File: src/hw/rtl/imm_pkg.sv
`default_nettype none

package imm_pkg;

	localparam int MODE_W     = 2;
	localparam int IDX_W      = 5;
	localparam int VAL_W      = 64;
	localparam int SIZE_W     = 6;
	localparam int CFG_IDX_W  = 2;
	localparam int CFG_DATA_W = 6;

	localparam logic [MODE_W-1:0] MODE_WR_A = 2'd0;
	localparam logic [MODE_W-1:0] MODE_WR_B = 2'd1;
	localparam logic [MODE_W-1:0] MODE_RD   = 2'd2;

	localparam logic [CFG_IDX_W-1:0] REG_SIZE = 2'd0;
	localparam logic [CFG_IDX_W-1:0] REG_BT   = 2'd1;

	localparam logic [SIZE_W-1:0] SIZE_RESET = 6'd32;

	// partial product selected in the shared multiplier
	localparam logic [1:0] PH_LL = 2'd0;  // a[31:0]  * b[31:0]
	localparam logic [1:0] PH_LH = 2'd1;  // a[31:0]  * b[63:32], shifted up 32
	localparam logic [1:0] PH_HL = 2'd2;  // a[63:32] * b[31:0],  shifted up 32

	typedef struct packed {
		logic       clear;
		logic       mul_en;
		logic [1:0] phase;
	} mac_ctl_t;

endpackage

`default_nettype wire

File: src/hw/rtl/imm_mac.sv
`default_nettype none

module imm_mac (
	input  logic                     clk,
	input  logic                     arst_n,
	input  imm_pkg::mac_ctl_t        ctl,
	input  logic [imm_pkg::VAL_W-1:0] op_a,
	input  logic [imm_pkg::VAL_W-1:0] op_b,
	output logic [imm_pkg::VAL_W-1:0] acc_sum
);
	import imm_pkg::*;

	logic [31:0]      mul_a;
	logic [31:0]      mul_b;
	logic [63:0]      mul_p;
	logic [VAL_W-1:0] prod_q;
	logic [VAL_W-1:0] acc_q;
	logic             add_v_q;

	assign mul_a   = (ctl.phase == PH_HL) ? op_a[63:32] : op_a[31:0];
	assign mul_b   = (ctl.phase == PH_LH) ? op_b[63:32] : op_b[31:0];
	assign mul_p   = 64'(mul_a) * 64'(mul_b);
	assign acc_sum = acc_q + (add_v_q ? prod_q : '0);

	// hold each product in a register, then add it in
	always_ff @(posedge clk or negedge arst_n) begin
		if (!arst_n) begin
			add_v_q <= 1'b0;
		end else if (ctl.clear) begin
			add_v_q <= 1'b0;
		end else begin
			add_v_q <= ctl.mul_en;
		end
	end

	always_ff @(posedge clk) begin
		if (ctl.clear) begin
			acc_q <= '0;
		end else begin
			acc_q <= acc_sum;
		end
		if (ctl.mul_en) begin
			if (ctl.phase == PH_LL) begin
				prod_q <= mul_p;
			end else begin
				prod_q <= {mul_p[31:0], 32'd0};
			end
		end
	end

endmodule

`default_nettype wire

File: config.mk
export PLATFORM = sky130hd
export DESIGN_NAME = imm_mac
export DESIGN_NICKNAME = d
export VERILOG_FILES = /design/src/hw/rtl/imm_pkg.sv /design/src/hw/rtl/imm_mac.sv
export SDC_FILE = /design/constraint.sdc
export NUM_CORES = 2
export LEC_CHECK = 0
export BUFFER_PORTS_ARGS = -buffer_cell sky130_fd_sc_hd__clkbuf_2
export CAP_MARGIN = 20
export CELL_PAD_IN_SITES_DETAIL_PLACEMENT = 0
export CELL_PAD_IN_SITES_GLOBAL_PLACEMENT = 1
export CORE_UTILIZATION = 45
export DETAILED_ROUTE_END_ITERATION = 12
export GPL_TIMING_DRIVEN = 0
export PLACE_DENSITY = 0.91
export REMOVE_ABC_BUFFERS = 1
export SETUP_SLACK_MARGIN = 0.3
export SYNTH_ARGS = -nofsm -noshare
export SYNTH_HDL_FRONTEND = slang
export SYNTH_SLANG_ARGS = --single-unit
File: constraint.sdc
create_clock -name clk -period 3.76 [get_ports clk]
set_input_delay 0.752 -clock clk [delete_from_list [all_inputs] [get_ports clk]]
set_output_delay 0.752 -clock clk [all_outputs]
set_load 0.05 [all_outputs]
==> load_flow_metrics.sql <==
INSERT INTO impl_metrics (metric_group, metric, value, unit) VALUES
('floorplan', 'io_pins', '198', ''),
('drt', 'residual_antenna_violating_net_count_after_detailed_routing', '0', ''),
('floorplan', 'die-height', '306.2', 'um'),
('timing', 'worst_slack_setup_final', '-4.912', 'ns'),
('synth', 'ys_ff_latch', '129', ''),
('clock_network', 'cts.sinks', '129', ''),
('timing', 'report.final.setup_viol', '120', ''),
('grt', 'grt_use_total', '33.14', '%'),
('floorplan', 'initial_utilization', '45.42', '%'),
('placed_design', 'placement.io_buffers', '197', ''),
('timing', 'hold_viol', '0', ''),
('outcome', 'violations_in_the_final_reports', 'negative setup slack', ''),
('finish', 'multi_input_area', '39390', 'sq um'),
('drt', 'wirelength_per_cell', '25.53', 'um'),
('finish', 'finish.net_count', '6601', ''),
('synth', 'synth_xor_area_share', '2.603', '%'),
('worst_setup_path', 'worst-r2r-setup-slack', '-0.16', 'ns'),
('timing', 'unrepaired_setup_endpoints_after_global_routing', 'true', ''),
('drt', 'drtPass1Iterations', '8', ''),
('synth', 'synth_fa_ha_area_share', '52.93', '%'),
('synth', 'synthesized_area_fraction_occupied_by_ao_oa_aoi_and_oai_cells', '7.531', '%'),
('grt', 'grt_antenna_before_repair', '5', ''),
('timing', 'maxClockFrequency', '0.1153', 'GHz'),
('grt', 'first_global_vias', '39020', ''),
('timing', 'timing.final.max_slew_violations', '0', ''),
('placed_design', 'total_half_perimeter_wirelength_after_legalization_and_detailed_placement', '106.0', 'mm'),
('grt', 'grt_pass1_wl', '233.2', 'mm'),
('clock_network', 'ctsRootBufferMaster', 'sky130_fd_sc_hd__clkbuf_16', ''),
('grt', 'grt_start_max_net_pins', '68', ''),
('flow_run', 'max_cap_viol_count', '0', ''),
('synth', 'yosys.area_share.simple', '15.41', '%'),
('worst_setup_path', 'timing.critical_path.fanout_max', '8', ''),
('worst_setup_path', 'setup.worst_path.end_class', 'flip-flop', ''),
('drt', 'drt_iter0_drc', '3809', ''),
('worst_setup_path', 'r2r_start', 'add_v_q$_DFF_PN0_', ''),
('timing', 'transition_time_of_the_tightest_slew_check_pin', '1.162', 'ns'),
('floorplan', 'fp.coreArea', '91660', 'sq um'),
('synth', 'synth_top_family_by_area', 'adder cells', ''),
('timing', 'final.setup.tns', '-283.13', 'ns'),
('synth', 'synth_mux_area_share', '3.420', '%'),
('synth', 'yosys.cell_types.count', '87', ''),
('synth', 'synth_area_per_cell', '8.783', 'sq um'),
('clock_network', 'htree_levels', '4', ''),
('worst_setup_path', 'worst_path_largest_cell_delay', '0.58', 'ns'),
('synth', 'postSynth.topFlopCell', 'sky130_fd_sc_hd__edfxtp_1', ''),
('clock_network', 'cts_tree', 'yes', ''),
('finish', 'seqCellArea', '3232', 'sq um'),
('worst_setup_path', 'cpMostUsedCell', 'sky130_fd_sc_hd__fa_1', ''),
('clock_network', 'cts_inserted_buffers', '17', ''),
('outcome', 'outcome', 'finished with violations', ''),
('finish', 'synthToLayoutAreaGrowth', '32.80', '%'),
('drt', 'route.detailed.vias_per_inst', '5.939', ''),
('floorplan', 'floorplan.die.width', '306.2', 'um'),
('worst_setup_path', 'timing.critical_path.arrival', '8.82', 'ns'),
('drt', 'wl', '164.6', 'mm'),
('timing', 'timing.clock.skew', '0.01647', 'ns'),
('synth', 'synth-seq-area-share', '7.754', '%'),
('synth', 'synth_enable_flop_cells', '64', ''),
('synth', 'synthesis.instances', '4740', ''),
('synth', 'synth_warnings', '0', ''),
('synth', 'syn-cell-area', '41630', 'sq um'),
('synth', 'synth-async-reset-ratio', '0.7752', '%'),
('hold_path', 'hold_path.class', 'in -> async', ''),
('finish', 'layout-drive-gt1-share', '27.43', '%'),
('worst_setup_path', 'worst-r2r-cell-count', '18', ''),
('placed_design', 'globalplace.congestion', '0.9687', ''),
('worst_setup_path', 'start_point_of_the_critical_path', 'ctl[0]', ''),
('grt', 'gr-total-overflow', '0', ''),
('clock_network', 'clkTransAtPathRegs', '0.08', 'ns'),
('clock_network', 'clk-insertion-delay-late', '0.45', 'ns'),
('worst_setup_path', 'critPathLaunchType', 'primary input', ''),
('drt', 'detailroute.via_count', '38280', ''),
('timing', 'post-route-min-period', '8.672', 'ns'),
('timing', 'timing.final.crit_share', '230.6', '%'),
('floorplan', 'std_cell_rows', '111', ''),
('drt', 'drc', '0', ''),
('worst_setup_path', 'critPathSlowestCell', 'sky130_fd_sc_hd__fa_1', ''),
('worst_setup_path', 'timing_worst_setup_path_type', 'in -> reg', ''),
('floorplan', 'die_area', '93740', 'sq um'),
('finish', 'nFillCells', '7085', ''),
('worst_setup_path', 'critPathRequiredTime', '3.91', 'ns'),
('timing', 'slew_headroom', '22.51', '%'),
('clock_network', 'clock_path_buffers', '2', '');
==> critical path, delay by kind of cell <==
kind	cells	cell delay [ns]
buffers and inverters	9	1.07
AOI/OAI and AO/OA	9	1.70
and+or+nand+nor	2	0.21
muxes	1	0.39
xor gates and xnor gates	1	0.28
adders and majority gates	9	4.30
==> cell families after synthesis <==
group,Yosys count
adder cells (fa/ha/maj),1223
AND/OR/NAND/NOR,1524
buffers and inverters,1139
multiplexers,134
flip-flops,129
AO/OA/AOI/OAI,469
XOR/XNOR,122
==> registers in the layout, indices dropped and copies added (netlist names) <==
name	count
prod_q	64
add_v_q	1
acc_q	64
==> cell usage after synthesis, drive strengths merged (8+ instances only) <==
master  number  area, sq um
o21ai      104        543.0
nand3       24        120.1
nand2b       9        56.30
edfxtp      64         1922
mux2        66        743.2
o31ai        8        70.06
dfxtp       64         1281
xor2        51        454.2
mux2i       68        680.7
nand4       31        200.2
fa         897        17960
o21bai      27        202.7
clkbuf     203        762.0
ha         326         4079
nor2b       78        488.0
xnor2       71        629.4
a211oi      14        120.1
nor2       619         2326
o21a         8        60.06
and2        90        563.0
inv        905         3397
and3        20        125.1
buf         31        151.4
o211ai      12        95.09
a31oi       20        146.4
nor3        15        80.08
a21o        71        533.0
a21oi      144        743.2
nand2      620         2327
==> cell usage in the layout, fill, tap and decap left out, types with 26 or more instances in the layout <==
cell                        count
sky130_fd_sc_hd__ha_4          95
sky130_fd_sc_hd__edfxtp_1      64
sky130_fd_sc_hd__buf_12        78
sky130_fd_sc_hd__clkbuf_16     28
sky130_fd_sc_hd__a21oi_2       35
sky130_fd_sc_hd__and2_1        66
sky130_fd_sc_hd__xnor2_2       27
sky130_fd_sc_hd__inv_1        878
sky130_fd_sc_hd__buf_4        281
sky130_fd_sc_hd__o21ai_0       49
sky130_fd_sc_hd__mux2i_4       65
sky130_fd_sc_hd__buf_8         50
sky130_fd_sc_hd__inv_2         27
sky130_fd_sc_hd__fa_1         843
sky130_fd_sc_hd__nand4_1       30
sky130_fd_sc_hd__mux2_4        58
sky130_fd_sc_hd__fa_2          54
sky130_fd_sc_hd__ha_1         215
sky130_fd_sc_hd__buf_6        117
sky130_fd_sc_hd__nor2_2        36
sky130_fd_sc_hd__xnor2_1       26
sky130_fd_sc_hd__dfxtp_1       64
sky130_fd_sc_hd__clkbuf_2     133
sky130_fd_sc_hd__nand2_1      594
sky130_fd_sc_hd__nor2b_1       65
sky130_fd_sc_hd__a21oi_1       87
sky130_fd_sc_hd__nor2_1       564
sky130_fd_sc_hd__a21o_1        71
==> per-stage QoR <==
stage / hold WS [ns] / cells / area [sq um] / setup slack, ns / util (%)
6_report: 0.06418 / 6445 / 55290 / -4.912 / 60.32
5_1_grt: 0.06278 / 6443 / 55280 / -5.061 / 60.31
4_1_cts: 0.06952 / 6286 / 52240 / -4.796 / 56.99
3_5_place_dp: 0.5285 / 5929 / 44360 / -6.622 / 48.40
3_3_place_gp: 0.5268 / 5889 / 43190 / -10.28 / 47.12
2_1_floorplan: 0.4564 / 4506 / 40720 / -6.798 / -
==> metal layers <==
layer  track usage, %  share of wire, %  wire, um  vias to the layer above
met2            51.68                45     73300                     2797
li1                 -                 -         -                    15510
met5                0              0.18       289                        -
met1            41.43                34     55670                    19170
met4            18.93               7.8     12770                        8
met3            9.221                14     22530                      786
==> layout make-up <==
class	count	area share, %
Multi-Input combinational cell	3495	71.23
Antenna cell	2	0.009052
Inverter	905	6.144
Clock buffer	17	0.7694
Timing Repair Buffer	696	13.11
Tap cell	1186	2.684
Sequential cell	129	5.845
Clock inverter	15	0.2037
==> timing repair <==
item	in CTS	in global routing
setup endpoints to repair	160	140
resized for setup	756	432
setup buffers	293	147
hold buffers	0	0
cloned	32	10
pin swaps	229	226
hold endpoints to repair	0	0
==> path summary, 6_finish.rpt <==
| kind | endpoint |
|---|---|
| worst min register to register | acc_q[0]$_SDFF_PP0_ |
| worst min-delay path | add_v_q$_DFF_PN0_ |
| min in group clk | acc_q[0]$_SDFF_PP0_ |
| worst max register to register | acc_q[45]$_SDFF_PP0_ |
| worst max-delay path | prod_q[62]$_DFFE_PP_ |
| max in group asynchronous | add_v_q$_DFF_PN0_ |
Power is left out: the tool's default activity adds up to more than one toggle a clock period on the data nets, which glitch-free logic cannot reach.
